[config.mk]
export PLATFORM = sky130hd
export DESIGN_NAME = sound_reactive_retract_fsm_flat
export DESIGN_NICKNAME = d
export VERILOG_FILES = /design/src/rtl/srr_pkg.sv /design/src/rtl/srr_if.sv /design/src/rtl/sound_reactive_retract_fsm.sv /design/src/rtl/srr_csr.sv /design/src/rtl/srr_core.sv /design/src/flat_wrapper.sv
export SDC_FILE = /design/constraint.sdc
export NUM_CORES = 1
export LEC_CHECK = 0
export ABC_AREA = 1
export BUFFER_PORTS_ARGS = -buffer_cell sky130_fd_sc_hd__buf_2
export CELL_PAD_IN_SITES_DETAIL_PLACEMENT = 1
export CELL_PAD_IN_SITES_GLOBAL_PLACEMENT = 1
export CORE_MARGIN = 5
export CORE_UTILIZATION = 51
export CTS_BUF_LIST = sky130_fd_sc_hd__clkbuf_4
export DETAILED_ROUTE_END_ITERATION = 12
export PLACE_DENSITY_LB_ADDON = 0.15
export SLEW_MARGIN = 20
export SYNTH_ARGS = -nofsm -noshare
export SYNTH_HDL_FRONTEND = slang
export SYNTH_HIERARCHICAL = 1
export SYNTH_SLANG_ARGS = --single-unit
[constraint.sdc]
create_clock -name clock -period 25.2 [get_ports clock]
set_input_delay 3.78 -clock clock [delete_from_list [all_inputs] [get_ports clock]]
set_output_delay 3.78 -clock clock [all_outputs]
set_load 0.02 [all_outputs]
[src/rtl/srr_pkg.sv]
// Shared types and constants of the sound reactive retract controller.
// Depends on nothing; every other file of the block imports it.
package srr_pkg;

   localparam int TIME_BITS  = 32;
   localparam int POS_BITS   = 12;
   localparam int LEVEL_BITS = 16;
   localparam int MODE_BITS  = 3;
   localparam int CSR_IDX_BITS  = 3;
   localparam int CSR_DATA_BITS = 16;

   // Mode codes.
   localparam logic [MODE_BITS-1:0] MODE_IN        = 3'd0;
   localparam logic [MODE_BITS-1:0] MODE_HALF      = 3'd1;
   localparam logic [MODE_BITS-1:0] MODE_OUT       = 3'd2;
   localparam logic [MODE_BITS-1:0] MODE_MOVE_OUT  = 3'd3;
   localparam logic [MODE_BITS-1:0] MODE_MOVE_HALF = 3'd4;
   localparam logic [MODE_BITS-1:0] MODE_MOVE_IN   = 3'd5;

   // Configuration register indexes.
   localparam logic [CSR_IDX_BITS-1:0] CSR_LOUD_THR   = 3'd0;
   localparam logic [CSR_IDX_BITS-1:0] CSR_MEDIUM_THR = 3'd1;
   localparam logic [CSR_IDX_BITS-1:0] CSR_FREEZE_TO  = 3'd2;
   localparam logic [CSR_IDX_BITS-1:0] CSR_MOVE_TO    = 3'd3;
   localparam logic [CSR_IDX_BITS-1:0] CSR_IN_POS     = 3'd4;
   localparam logic [CSR_IDX_BITS-1:0] CSR_HALF_POS   = 3'd5;
   localparam logic [CSR_IDX_BITS-1:0] CSR_OUT_POS    = 3'd6;
   localparam logic [CSR_IDX_BITS-1:0] CSR_POS_TOL    = 3'd7;

   // Reset values of the configuration registers.
   localparam logic [LEVEL_BITS-1:0] RST_LOUD_THR   = 16'd49152;
   localparam logic [LEVEL_BITS-1:0] RST_MEDIUM_THR = 16'd24576;
   localparam logic [15:0]           RST_FREEZE_TO  = 16'd5000;
   localparam logic [15:0]           RST_MOVE_TO    = 16'd1000;
   localparam logic [POS_BITS-1:0]   RST_IN_POS     = 12'd0;
   localparam logic [POS_BITS-1:0]   RST_HALF_POS   = 12'd2048;
   localparam logic [POS_BITS-1:0]   RST_OUT_POS    = 12'd4095;
   localparam logic [POS_BITS-1:0]   RST_POS_TOL    = 12'd16;

   typedef struct packed {
      logic [LEVEL_BITS-1:0] loud_threshold;
      logic [LEVEL_BITS-1:0] medium_threshold;
      logic [15:0]           freeze_timeout;
      logic [15:0]           move_timeout;
      logic [POS_BITS-1:0]   in_position;
      logic [POS_BITS-1:0]   half_position;
      logic [POS_BITS-1:0]   out_position;
      logic [POS_BITS-1:0]   position_tolerance;
   } cfg_type;

   typedef struct packed {
      logic [TIME_BITS-1:0]  now_ms;
      logic [LEVEL_BITS-1:0] loudness;
      logic [POS_BITS-1:0]   position;
   } item_type;

   typedef struct packed {
      logic [MODE_BITS-1:0] mode;
      logic [POS_BITS-1:0]  target_position;
      logic                 speed_is_fast;
      logic                 idle;
   } result_type;

endpackage

[src/rtl/srr_if.sv]
// Valid/ready channel interfaces for the request and response sides.
// Depends on srr_pkg for the field widths.
interface srr_req_if import srr_pkg::*; ();
   logic                  valid;
   logic                  ready;
   logic [TIME_BITS-1:0]  now_ms;
   logic [LEVEL_BITS-1:0] loudness;
   logic [POS_BITS-1:0]   position;

   modport source (output valid, output now_ms, output loudness, output position,
                   input ready);
   modport sink (input valid, input now_ms, input loudness, input position,
                 output ready);
endinterface

interface srr_rsp_if import srr_pkg::*; ();
   logic                 valid;
   logic                 ready;
   logic [MODE_BITS-1:0] mode;
   logic [POS_BITS-1:0]  target_position;
   logic                 speed_is_fast;
   logic                 idle;

   modport source (output valid, output mode, output target_position,
                   output speed_is_fast, output idle, input ready);
   modport sink (input valid, input mode, input target_position,
                 input speed_is_fast, input idle, output ready);
endinterface

[src/rtl/sound_reactive_retract_fsm.sv]
// Sound reactive retract controller, top level.
// A request is registered in the input register and its result in the result register.
// Throughput: one item per cycle while results are taken; the mode checks are combinational between
// the input register and the result register, so items follow back to back.
// Reset (synchronous): configuration returns to defaults, the mode to moving in
// with fast speed toward the in pose, and both pipeline stages empty.
module sound_reactive_retract_fsm import srr_pkg::*; (
   input  logic                     clock,
   input  logic                     reset,
   srr_req_if.sink                  req_chan,
   srr_rsp_if.source                rsp_chan,
   input  logic                     csr_we,
   input  logic [CSR_IDX_BITS-1:0]  csr_index,
   input  logic [CSR_DATA_BITS-1:0] csr_wdata
);

   cfg_type    cfg;
   item_type   item_ff;
   logic       in_vld_ff, in_vld_in;
   result_type result;
   result_type out_ff;
   logic       out_vld_ff, out_vld_in;
   logic       advance;
   logic       req_take;

   // The user must hold the configuration registers steady while items are in
   // flight; the block does not enforce it. The mode checks read them directly.
   srr_csr u_csr (
      .clock     (clock),
      .reset     (reset),
      .csr_we    (csr_we),
      .csr_index (csr_index),
      .csr_wdata (csr_wdata),
      .cfg       (cfg)
   );

   // The item in the input register moves on when the result register is
   // empty or its contents are transferred out in the same cycle. The mode
   // state updates on that same edge, so the following item sees it.
   assign advance  = in_vld_ff && (!out_vld_ff || rsp_chan.ready);
   assign req_chan.ready = !in_vld_ff || advance;
   assign req_take = req_chan.valid && req_chan.ready;

   srr_core u_core (
      .clock   (clock),
      .reset   (reset),
      .step_en (advance),
      .item    (item_ff),
      .cfg     (cfg),
      .result  (result)
   );

   always_comb begin
      in_vld_in = in_vld_ff;
      if (req_take) begin
         in_vld_in = 1'b1;
      end else if (advance) begin
         in_vld_in = 1'b0;
      end
      out_vld_in = out_vld_ff;
      if (advance) begin
         out_vld_in = 1'b1;
      end else if (rsp_chan.ready) begin
         out_vld_in = 1'b0;
      end
   end

   always_ff @(posedge clock) begin
      if (reset) begin
         in_vld_ff  <= 1'b0;
         out_vld_ff <= 1'b0;
      end else begin
         in_vld_ff  <= in_vld_in;
         out_vld_ff <= out_vld_in;
      end
   end

   // Payload registers carry no reset; their valid flags qualify them.
   always_ff @(posedge clock) begin
      if (req_take) begin
         item_ff.now_ms   <= req_chan.now_ms;
         item_ff.loudness <= req_chan.loudness;
         item_ff.position <= req_chan.position;
      end
      if (advance) begin
         out_ff <= result;
      end
   end

   assign rsp_chan.valid           = out_vld_ff;
   assign rsp_chan.mode            = out_ff.mode;
   assign rsp_chan.target_position = out_ff.target_position;
   assign rsp_chan.speed_is_fast   = out_ff.speed_is_fast;
   assign rsp_chan.idle            = out_ff.idle;

endmodule

[src/rtl/srr_csr.sv]
// Configuration register file of the retract controller.
// Depends on srr_pkg for the register layout, indexes and reset values.
module srr_csr import srr_pkg::*; (
   input  logic                     clock,
   input  logic                     reset,
   input  logic                     csr_we,
   input  logic [CSR_IDX_BITS-1:0]  csr_index,
   input  logic [CSR_DATA_BITS-1:0] csr_wdata,
   output cfg_type                  cfg
);

   cfg_type cfg_ff;

   always_ff @(posedge clock) begin
      if (reset) begin
         cfg_ff.loud_threshold     <= RST_LOUD_THR;
         cfg_ff.medium_threshold   <= RST_MEDIUM_THR;
         cfg_ff.freeze_timeout     <= RST_FREEZE_TO;
         cfg_ff.move_timeout       <= RST_MOVE_TO;
         cfg_ff.in_position        <= RST_IN_POS;
         cfg_ff.half_position      <= RST_HALF_POS;
         cfg_ff.out_position       <= RST_OUT_POS;
         cfg_ff.position_tolerance <= RST_POS_TOL;
      end else if (csr_we) begin
         unique case (csr_index)
            CSR_LOUD_THR:   cfg_ff.loud_threshold     <= csr_wdata;
            CSR_MEDIUM_THR: cfg_ff.medium_threshold   <= csr_wdata;
            CSR_FREEZE_TO:  cfg_ff.freeze_timeout     <= csr_wdata;
            CSR_MOVE_TO:    cfg_ff.move_timeout       <= csr_wdata;
            CSR_IN_POS:     cfg_ff.in_position        <= csr_wdata[POS_BITS-1:0];
            CSR_HALF_POS:   cfg_ff.half_position      <= csr_wdata[POS_BITS-1:0];
            CSR_OUT_POS:    cfg_ff.out_position       <= csr_wdata[POS_BITS-1:0];
            CSR_POS_TOL:    cfg_ff.position_tolerance <= csr_wdata[POS_BITS-1:0];
            default: ;
         endcase
      end
   end

   assign cfg = cfg_ff;

endmodule

[src/rtl/srr_core.sv]
// Mode state registers and the chained mode checks of the retract controller.
// Depends on srr_pkg for the mode codes and the item, result and config types.
module srr_core import srr_pkg::*; (
   input  logic       clock,
   input  logic       reset,
   input  logic       step_en,
   input  item_type   item,
   input  cfg_type    cfg,
   output result_type result
);

   logic [MODE_BITS-1:0] mode_ff, mode_in;
   logic [POS_BITS-1:0]  target_ff, target_in;
   logic                 fast_ff, fast_in;
   logic                 idle_ff, idle_in;
   logic [TIME_BITS-1:0] wait_ff, wait_in;
   logic [TIME_BITS-1:0] move_ff, move_in;

   function automatic logic elapsed_over(input logic [TIME_BITS-1:0] now,
                                         input logic [TIME_BITS-1:0] start,
                                         input logic [15:0] limit);
      logic [TIME_BITS-1:0] diff;
      diff = now - start;
      return diff > TIME_BITS'(limit);
   endfunction

   function automatic logic near_target(input logic [POS_BITS-1:0] pos,
                                        input logic [POS_BITS-1:0] tgt,
                                        input logic [POS_BITS-1:0] tol);
      logic [POS_BITS-1:0] gap;
      gap = (pos > tgt) ? pos - tgt : tgt - pos;
      return gap < tol;
   endfunction

   // The checks run in a fixed order and each sees the changes made by the
   // ones before it, so the next state is built up through blocking updates.
   always_comb begin
      logic loud_hi;
      logic med_hi;
      logic med_lo;
      mode_in   = mode_ff;
      target_in = target_ff;
      fast_in   = fast_ff;
      idle_in   = idle_ff;
      wait_in   = wait_ff;
      move_in   = move_ff;
      loud_hi   = item.loudness > cfg.loud_threshold;
      med_hi    = item.loudness > cfg.medium_threshold;
      med_lo    = item.loudness < cfg.medium_threshold;

      if (mode_in == MODE_IN) begin
         if (med_hi) begin
            wait_in = item.now_ms;
            idle_in = 1'b1;
         end
         if (elapsed_over(item.now_ms, wait_in, cfg.freeze_timeout)) begin
            mode_in   = MODE_MOVE_OUT;
            fast_in   = 1'b0;
            target_in = cfg.out_position;
            idle_in   = 1'b0;
            wait_in   = item.now_ms;
         end
      end

      if (mode_in == MODE_HALF) begin
         if (loud_hi) begin
            mode_in   = MODE_MOVE_IN;
            fast_in   = 1'b1;
            target_in = cfg.in_position;
            idle_in   = 1'b0;
            move_in   = item.now_ms;
         end else if (med_lo && elapsed_over(item.now_ms, wait_in, cfg.freeze_timeout)) begin
            mode_in   = MODE_MOVE_OUT;
            fast_in   = 1'b0;
            target_in = cfg.out_position;
            idle_in   = 1'b0;
         end
      end

      if (mode_in == MODE_OUT) begin
         if (loud_hi) begin
            mode_in   = MODE_MOVE_IN;
            fast_in   = 1'b1;
            target_in = cfg.in_position;
            idle_in   = 1'b0;
            move_in   = item.now_ms;
         end else if (med_hi) begin
            mode_in   = MODE_MOVE_HALF;
            fast_in   = 1'b1;
            target_in = cfg.half_position;
            idle_in   = 1'b0;
            move_in   = item.now_ms;
         end
      end

      if (mode_in == MODE_MOVE_OUT) begin
         if (loud_hi) begin
            mode_in   = MODE_MOVE_IN;
            fast_in   = 1'b1;
            target_in = cfg.in_position;
            idle_in   = 1'b0;
            move_in   = item.now_ms;
         end else if (med_hi && item.position > cfg.half_position) begin
            mode_in   = MODE_MOVE_HALF;
            fast_in   = 1'b1;
            target_in = cfg.half_position;
            idle_in   = 1'b0;
            move_in   = item.now_ms;
         end else if (near_target(item.position, target_in, cfg.position_tolerance)) begin
            mode_in = MODE_OUT;
            idle_in = 1'b1;
         end
      end

      if (mode_in == MODE_MOVE_HALF) begin
         if (loud_hi) begin
            // The move start time carries over from the half move.
            mode_in   = MODE_MOVE_IN;
            fast_in   = 1'b1;
            target_in = cfg.in_position;
            idle_in   = 1'b0;
         end else if (near_target(item.position, target_in, cfg.position_tolerance) &&
                      elapsed_over(item.now_ms, move_in, cfg.move_timeout)) begin
            mode_in = MODE_HALF;
            wait_in = item.now_ms;
            idle_in = 1'b1;
         end
      end

      if (mode_in == MODE_MOVE_IN) begin
         if (near_target(item.position, target_in, cfg.position_tolerance) &&
             elapsed_over(item.now_ms, move_in, cfg.move_timeout)) begin
            mode_in = MODE_IN;
            wait_in = item.now_ms;
            idle_in = 1'b1;
         end
      end
   end

   always_ff @(posedge clock) begin
      if (reset) begin
         mode_ff   <= MODE_MOVE_IN;
         target_ff <= RST_IN_POS;
         fast_ff   <= 1'b1;
         idle_ff   <= 1'b0;
         wait_ff   <= '0;
         move_ff   <= '0;
      end else if (step_en) begin
         mode_ff   <= mode_in;
         target_ff <= target_in;
         fast_ff   <= fast_in;
         idle_ff   <= idle_in;
         wait_ff   <= wait_in;
         move_ff   <= move_in;
      end
   end

   assign result.mode            = mode_in;
   assign result.target_position = target_in;
   assign result.speed_is_fast   = fast_in;
   assign result.idle            = idle_in;

endmodule

[src/flat_wrapper.sv]
// flat-port wrapper written by rule: the top's interface ports become plain ports
module sound_reactive_retract_fsm_flat import srr_pkg::*;
  (clock, reset, csr_we, csr_index, csr_wdata, req_chan_valid, req_chan_now_ms, req_chan_loudness, req_chan_position, req_chan_ready, rsp_chan_valid, rsp_chan_mode, rsp_chan_target_position, rsp_chan_speed_is_fast, rsp_chan_idle, rsp_chan_ready);
  srr_req_if req_chan_i ();
  srr_rsp_if rsp_chan_i ();
  input  logic clock;
  input  logic reset;
  input  logic csr_we;
  input  logic [CSR_IDX_BITS-1:0] csr_index;
  input  logic [CSR_DATA_BITS-1:0] csr_wdata;
  input wire logic [$bits(req_chan_i.valid)-1:0] req_chan_valid;
  input wire logic [$bits(req_chan_i.now_ms)-1:0] req_chan_now_ms;
  input wire logic [$bits(req_chan_i.loudness)-1:0] req_chan_loudness;
  input wire logic [$bits(req_chan_i.position)-1:0] req_chan_position;
  output wire logic [$bits(req_chan_i.ready)-1:0] req_chan_ready;
  output wire logic [$bits(rsp_chan_i.valid)-1:0] rsp_chan_valid;
  output wire logic [$bits(rsp_chan_i.mode)-1:0] rsp_chan_mode;
  output wire logic [$bits(rsp_chan_i.target_position)-1:0] rsp_chan_target_position;
  output wire logic [$bits(rsp_chan_i.speed_is_fast)-1:0] rsp_chan_speed_is_fast;
  output wire logic [$bits(rsp_chan_i.idle)-1:0] rsp_chan_idle;
  input wire logic [$bits(rsp_chan_i.ready)-1:0] rsp_chan_ready;
  assign req_chan_i.valid = req_chan_valid;
  assign req_chan_i.now_ms = req_chan_now_ms;
  assign req_chan_i.loudness = req_chan_loudness;
  assign req_chan_i.position = req_chan_position;
  assign req_chan_ready = req_chan_i.ready;
  assign rsp_chan_valid = rsp_chan_i.valid;
  assign rsp_chan_mode = rsp_chan_i.mode;
  assign rsp_chan_target_position = rsp_chan_i.target_position;
  assign rsp_chan_speed_is_fast = rsp_chan_i.speed_is_fast;
  assign rsp_chan_idle = rsp_chan_i.idle;
  assign rsp_chan_i.ready = rsp_chan_ready;
  sound_reactive_retract_fsm u_core (.clock(clock), .reset(reset), .req_chan(req_chan_i), .rsp_chan(rsp_chan_i), .csr_we(csr_we), .csr_index(csr_index), .csr_wdata(csr_wdata));
endmodule
==> reports/qor.csv, run 1 <==
stage,metric,value,unit
pwr,ir_worst_vdd,0.0497,mV
cts,cts.sink_count,272,
pwr,seqPwrFrac,0.264,
synth,synthTopCellsByArea,"dfxtp_1 (16%), ha_1 (14%), nand2_1 (12%)",
run,drv_cap,0,
place,gpl.final_weighted_congestion,0.994,
floorplanning,die_y,230,um
pwr,p_sw_frac,0.476,
critical_path,crit_arrival,22700,ps
critical_path,critPathLaunchType,register,
synth,synth_top_area_cell,dfxtp_1,
place,hpwlAfterDp,75800,um
pwr,p_leak,0.0128,uW
sta,hold_slack,467,ps
drt,antenna_left,0,
synth,synth_area,24600,um2
floorplanning,coreArea,47700,um2
synth,yosysWarnings,6,
synth,synth_top_family_by_area,simple AND/OR/NAND/NOR gates,
cts,htreeDepth,3,
cts,cts_tree,yes,
synth,synthFlopType,dfxtp_1,
critical_path,critical_path_class,register to register,
place,port_buffers,102,
synth,syn-num-nets,4037,
finish,postLayoutCoreUtil,0.553,
sta,layout_setup_ws,3240,ps
floorplanning,start_util,0.515,
cts,cts_resized,0,
floorplanning,fp.dieW,230,um
drt,drc,0,
synth,avgSynthCellArea,6.70,um2
cts,post_cts_buffers,0,
critical_path,ff2ff_path_depth,117,
synth,synth-adder-area-share,0.147,
finish,nNetsFinal,4118,
finish,area_growth,7.45,%
pwr,power.total,1960,uW
sta,tightest_slew,1170,ps
sta,min_period,21960,ps
pwr,p_sw,932,uW
critical_path,ff2ff_setup_slack,3240,ps
synth,synth_mux_area_frac,0.00453,
cts,clk_pin_slew,70,ps
sta,setup_viol,0,
grt,grt_start_max_net_pins,113,
critical_path,cp_slowest_cell,nand2_4,
floorplanning,die-area,52700,um2
synth,synth_seq_area_share,0.253,
sta,finClkSkew,114,ps
worst_hold_path,worstHoldPathType,register to register,
synth,synth_compound_area_frac,0.170,
critical_path,r2r_end,u_core/u_core/wait_ff[5]$_SDFFE_PP0P_,
synth,synth_simple_gate_area_frac,0.281,
grt,gr-total-overflow,0,
sta,fin_crit_sh,0.871,
pwr,cellPowerDensity,74.1,nW/um2
drt,vias,27300,
critical_path,crit_end,u_core/u_core/wait_ff[5]$_SDFFE_PP0P_,
pwr,clockPowerShare,0.220,
critical_path,critPathMaxFanout,76,
grt,grt_pass1_wl,161000,um
cts,clock_latency,870,ps
sta,rsz0062_at_grt,false,
cts,holdBufCountCts,0,
critical_path,slowest_delay,660,ps
sta,fin_setup_tns,0,ps
pwr,p_comb_frac,0.515,
critical_path,end_kind,register,
synth,synth_xor_area_frac,0.0346,
grt,grt_pass1_vias,28000,
grt,antenna_found_initial,2,
synth,synth_cell_type_count,68,
place,post-place-ws,3970,ps
synth,syn_inst,3669,
pwr,p_int,1020,uW
synth,synth-seq-cells,272,
drt,wl_per_cell,23.9,um
critical_path,cpMostUsedCell,nand2_1,
sta,finalHoldViolCount,0,
critical_path,worstPathRequired,25950,ps
synth,async_reset_ff_frac,0,
drt,drt_iter0_markers,3296,
critical_path,cp-startpoint,u_core/item_ff[27]$_DFFE_PP_,
sta,fmax,0.0455,GHz
floorplanning,io_pins,103,
drt,wl,106000,um
synth,synth_edf_count,77,
drt,dr.pass1.iters,6,
cts,clockBufferDepth,3,
synth,synth_most_common_cell,nand2_1,
cts,root_buffer,clkbuf_4,
status,status,"finished, final reports clean",
floorplanning,rows,80,
sta,maxSlewViolCount,0,
critical_path,reg2reg_from,u_core/item_ff[27]$_DFFE_PP_,
cts,cts-buffers-inserted,80,
finish,drive_above_1_share,0.0943,
sta,slew_headroom,0.219,
synth,netlist.area_leader.share,0.159,
grt,track_usage,0.383,
synth,yosys-top-cells-count,"nand2_1 (818), inv_1 (550), nor2_1 (346)",
drt,avgViaCountPerCell,6.17,
[metrics by stage]
| step | std cells | area [um2] |
|---|---|---|
| after floorplan | 3669 | 24600 |
| after global placement | 4283 | 25400 |
| after detailed placement | 4283 | 25400 |
| after CTS | 4424 | 26400 |
| after global routing | 4428 | 26400 |
| final | 4429 | 26400 |
[per-layer routing]
layer,vias to the layer above,GRT usage,routed length [um]
met5,-,0,0
met2,1539,0.582,45400
met4,0,0.140,4030
met1,13200,0.533,45700
li1,12300,-,-
met3,321,0.0892,10500
[worst min path at each step]
stage	start	endpoint	slack, ps	depth (start not counted)
final	u_core/u_core/wait_ff[29]$_SDFFE_PP0P_	u_core/u_core/wait_ff[29]$_SDFFE_PP0P_	470	2
after global routing	u_core/u_core/wait_ff[23]$_SDFFE_PP0P_	u_core/u_core/wait_ff[23]$_SDFFE_PP0P_	480	2
after CTS	u_core/u_core/wait_ff[29]$_SDFFE_PP0P_	u_core/u_core/wait_ff[29]$_SDFFE_PP0P_	470	2
after detailed placement	u_core/u_csr/cfg[54]$_SDFFE_PP1P_	u_core/u_csr/cfg[54]$_SDFFE_PP1P_	450	2
after global placement	u_core/u_csr/cfg[54]$_SDFFE_PP1P_	u_core/u_csr/cfg[54]$_SDFFE_PP1P_	450	2
after floorplan	u_core/u_csr/cfg[51]$_SDFFE_PP1P_	u_core/u_csr/cfg[51]$_SDFFE_PP1P_	430	2
[worst max-delay path, delay by kind of cell, from the launching register on]
kind	cells	cell delay [ps]
compound gates	40	8150
simple gates	47	7280
fa+ha+maj	10	2920
buf+inv	16	2260
xor+xnor	4	710
flops	1	440
[placed cells by master (no fill, tap or decap), types with 23 or more instances in the layout]
master / netlist / layout
a21oi_1: 299 / 298
nand3_1: 257 / 257
o211ai_1: 40 / 40
xor2_1: 68 / 68
nand2_2: 29 / 29
o21ai_0: 242 / 242
inv_1: 550 / 546
nand2_1: 818 / 818
nand4_1: 33 / 33
dfxtp_1: 195 / 195
xnor2_1: 29 / 29
ha_1: 277 / 277
clkbuf_4: 0 / 111
nand3_2: 23 / 23
buf_2: 36 / 102
o21ai_1: 26 / 26
nor2_1: 346 / 346
edfxtp_1: 77 / 77
[sequential cells by signal (all words and copies together) (netlist names)]
register,count
u_core/u_csr/cfg,112
u_core/item_ff,60
u_core/u_core/move_ff,32
u_core/u_core/wait_ff,32
u_core/rsp_chan.target_position,12
u_core/u_core/target_ff,12
u_core/rsp_chan.mode,3
u_core/u_core/mode_ff,3
u_core/in_vld_ff,1
u_core/rsp_chan.idle,1
u_core/rsp_chan.speed_is_fast,1
u_core/rsp_chan.valid,1
u_core/u_core/fast_ff,1
u_core/u_core/idle_ff,1
[power groups by stage]
| stage | clock network [uW] | logic [uW] | registers [uW] |
|---|---|---|---|
| 2_1_floorplan | 0 | 699 | 512 |
| 6_report | 431 | 1010 | 517 |
| 4_1_cts | 438 | 978 | 514 |
| 3_3_place_gp | 0 | 904 | 521 |
| 3_5_place_dp | 0 | 953 | 522 |
| 5_1_grt | 461 | 1100 | 518 |
[kinds of logic (layout without fill, tap and decap cells)]
kind of cell	count (synthesis)	count (layout)
fa+ha+maj	284	284
other cells	0	5
flops	272	272
mux	11	11
compound gates	738	738
buf+inv	685	825
simple gates	1582	1582
xor+xnor	97	97
[layout make-up]
| type | instances | area (um2) |
|---|---|---|
| Fill cell | 6463 | 21300 |
| Multi-Input combinational cell | 2712 | 15700 |
| Sequential cell | 272 | 6220 |
| Inverter | 563 | 2110 |
| Clock buffer | 111 | 833 |
| Tap cell | 615 | 769 |
| Timing Repair Buffer | 121 | 657 |
| Clock inverter | 30 | 145 |
| Antenna cell | 5 | 12.5 |
(Power assumes the default switching activity.)
==> run 2, diff against run 1 <==
--- a/config.mk
+++ b/config.mk
@@ -9,7 +9,6 @@
 export BUFFER_PORTS_ARGS = -buffer_cell sky130_fd_sc_hd__buf_2
 export CELL_PAD_IN_SITES_DETAIL_PLACEMENT = 1
 export CELL_PAD_IN_SITES_GLOBAL_PLACEMENT = 1
-export CORE_MARGIN = 5
 export CORE_UTILIZATION = 51
 export CTS_BUF_LIST = sky130_fd_sc_hd__clkbuf_4
 export DETAILED_ROUTE_END_ITERATION = 12
==> reports/qor.csv, run 2 (synthesis results as in run 1) <==
stage,metric,value,unit,change
grt,grt_start_max_net_pins,94,,was 113
cts,cts_tree,yes,,unchanged
floorplanning,fp.dieW,222,um,was 230 um
drt,antenna_left,0,,unchanged
finish,area_growth,7.88,%,was 7.45%
critical_path,crit_arrival,23100,ps,was 22700 ps
sta,min_period,22360,ps,was 21960 ps
finish,final_common_cell,nand2_1,,unchanged
cts,cts-buffers-inserted,82,,was 80
floorplanning,start_util,0.516,,was 0.515
drt,routed.top_layer,met4,,unchanged
sta,fmax,0.0447,GHz,was 0.0455 GHz
run,drv_cap,0,,unchanged
grt,grt_pass1_wl,161000,um,about the same
cts,post_cts_buffers,0,,unchanged
cts,cts.sink_count,272,,unchanged
pwr,ir_worst_vdd,0.0532,mV,was 0.0497 mV
critical_path,worstPathRequired,25940,ps,was 25950 ps
floorplanning,coreArea,47600,um2,was 47700 um2
pwr,p_leak,0.0128,uW,about the same
grt,grt_pass1_vias,28000,,about the same
grt,track_usage,0.420,,was 0.383
drt,dr.pass1.iters,6,,unchanged
place,gpl.final_weighted_congestion,0.999,,was 0.994
status,status,"finished, final reports clean",,unchanged
sta,fin_setup_tns,0,ps,unchanged
place,port_buffers,102,,unchanged
drt,drc,0,,unchanged
cts,holdBufCountCts,0,,unchanged
drt,wl,107000,um,was 106000 um
finish,largest_reg_flops,112,,unchanged
cts,clk_pin_slew,70,ps,about the same
sta,fin_crit_sh,0.887,,was 0.871
cts,clockBufferDepth,3,,unchanged
cts,htreeDepth,3,,unchanged
critical_path,slowest_delay,650,ps,was 660 ps
critical_path,critPathLaunchType,register,,unchanged
sta,finClkSkew,129,ps,was 114 ps
sta,finalHoldViolCount,0,,unchanged
worst_hold_path,worstHoldPathType,register to register,,unchanged
drt,drt_iter0_markers,3325,,was 3296
sta,slew_headroom,0.178,,was 0.219
drt,vias,27800,,was 27300
sta,setup_viol,0,,unchanged
critical_path,critPathMaxFanout,76,,unchanged
finish,stdcell_count,4444,,was 4429
floorplanning,die_y,222,um,was 230 um
sta,tightest_slew,1230,ps,was 1170 ps
critical_path,cpMostUsedCell,nand2_1,,unchanged
cts,root_buffer,clkbuf_4,,unchanged
drt,wl_met3,10900,um,was 10500 um
finish,ff_latch_area,6220,um2,unchanged
drt,met1_length,46100,um,was 45700 um
critical_path,cp_slowest_cell,nand2_4,,unchanged
floorplanning,rows,80,,unchanged
cts,clock_latency,910,ps,was 870 ps
place,hpwlAfterDp,75900,um,was 75800 um
sta,maxSlewViolCount,0,,unchanged
grt,antenna_found_initial,2,,unchanged
drt,avgViaCountPerCell,6.25,,was 6.17
critical_path,end_kind,register,,unchanged
finish,nNetsFinal,4122,,was 4118
pwr,cellPowerDensity,75.2,nW/um2,was 74.1 nW/um2
sta,rsz0062_at_grt,false,,unchanged
place,dp.cells,4285,,was 4283
finish,mostFrequentLayoutCells,"nand2_1 (818), inv_1 (547), nor2_1 (346)",,"was nand2_1 (818), inv_1 (546), nor2_1 (346)"
finish,multi_input_area,15700,um2,unchanged
drt,wl_met2,45700,um,was 45400 um
floorplanning,io_pins,103,,unchanged
cts,cts_resized,0,,unchanged
critical_path,critical_path_class,register to register,,unchanged
finish,drive_above_1_share,0.0976,,was 0.0943
grt,gr-total-overflow,0,,unchanged
drt,wl_per_cell,24.2,um,was 23.9 um
finish,fillers,6428,,was 6463
floorplanning,die-area,49100,um2,was 52700 um2
[run 2: cell types whose count changed in the layout (fill, tap and decap cells not counted), sizes merged]
| cell | delta |
|---|---|
| clkinvlp | +1 |
| inv | +1 |
| clkbuf | +7 |
| buf | +2 |
| clkinv | +2 |
| diode | +2 |
[run 2: where the power goes]
| part | total, uW | internal, uW | switching (uW) | leakage (uW) |
|---|---|---|---|---|
| sequential | 517 | 483 | 33.7 | 0.00234 |
| clock | 457 | 219 | 238 | 0.000631 |
| combinational | 1020 | 338 | 680 | 0.00986 |
| total | 1990 | 1040 | 952 | 0.0128 |
[run 2: through the flow]
stage / setup slack [ps] / utilization / total power, uW / hold WS [ps] / area, um2
6_report: 2840 / 0.556 / 1990 / 473 / 26500
5_1_grt: 1250 / 0.556 / 2100 / 493 / 26500
4_1_cts: 3430 / 0.556 / 1950 / 471 / 26500
3_5_place_dp: 3720 / 0.534 / 1480 / 458 / 25400
3_3_place_gp: 4790 / 0.533 / 1420 / 445 / 25400
2_1_floorplan: 8780 / - / 1210 / 429 / 24600
[run 2: metal layers]
metal	track usage	up-vias
met5	0	-
met4	0.177	0
met3	0.0967	416
met2	0.639	1699
met1	0.572	13400
li1	-	12300
[run 2: area by class of cell]
type                            count  area share
Timing Repair Buffer              123      0.0260
Sequential cell                   272       0.234
Multi-Input combinational cell   2712       0.591
Clock inverter                     34     0.00613
Inverter                          563      0.0797
Tap cell                          615      0.0290
Antenna cell                        7    0.000661
Clock buffer                      118      0.0334
[run 2: final timing paths]
| path | slack [ps] | to | start | depth (start not counted) |
|---|---|---|---|---|
| worst min register to register | 470 | u_core/u_core/wait_ff[26]$_SDFFE_PP0P_ | u_core/u_core/wait_ff[26]$_SDFFE_PP0P_ | 2 |
| worst max register to register | 2840 | u_core/u_core/wait_ff[29]$_SDFFE_PP0P_ | u_core/item_ff[23]$_DFFE_PP_ | 119 |
| worst min-delay path | 470 | u_core/u_core/wait_ff[26]$_SDFFE_PP0P_ | u_core/u_core/wait_ff[26]$_SDFFE_PP0P_ | 2 |
| worst max-delay path | 2840 | u_core/u_core/wait_ff[29]$_SDFFE_PP0P_ | u_core/item_ff[23]$_DFFE_PP_ | 119 |
[run 2: worst max-delay path, delay by kind of cell (launching register included)]
kind	cells	cell delay (ps)
DFF	1	510
AOI/OAI and AO/OA	37	7530
xor gates and xnor gates	3	500
buffers and inverters	16	2290
and+or+nand+nor	52	7950
adders and majority gates	11	3310
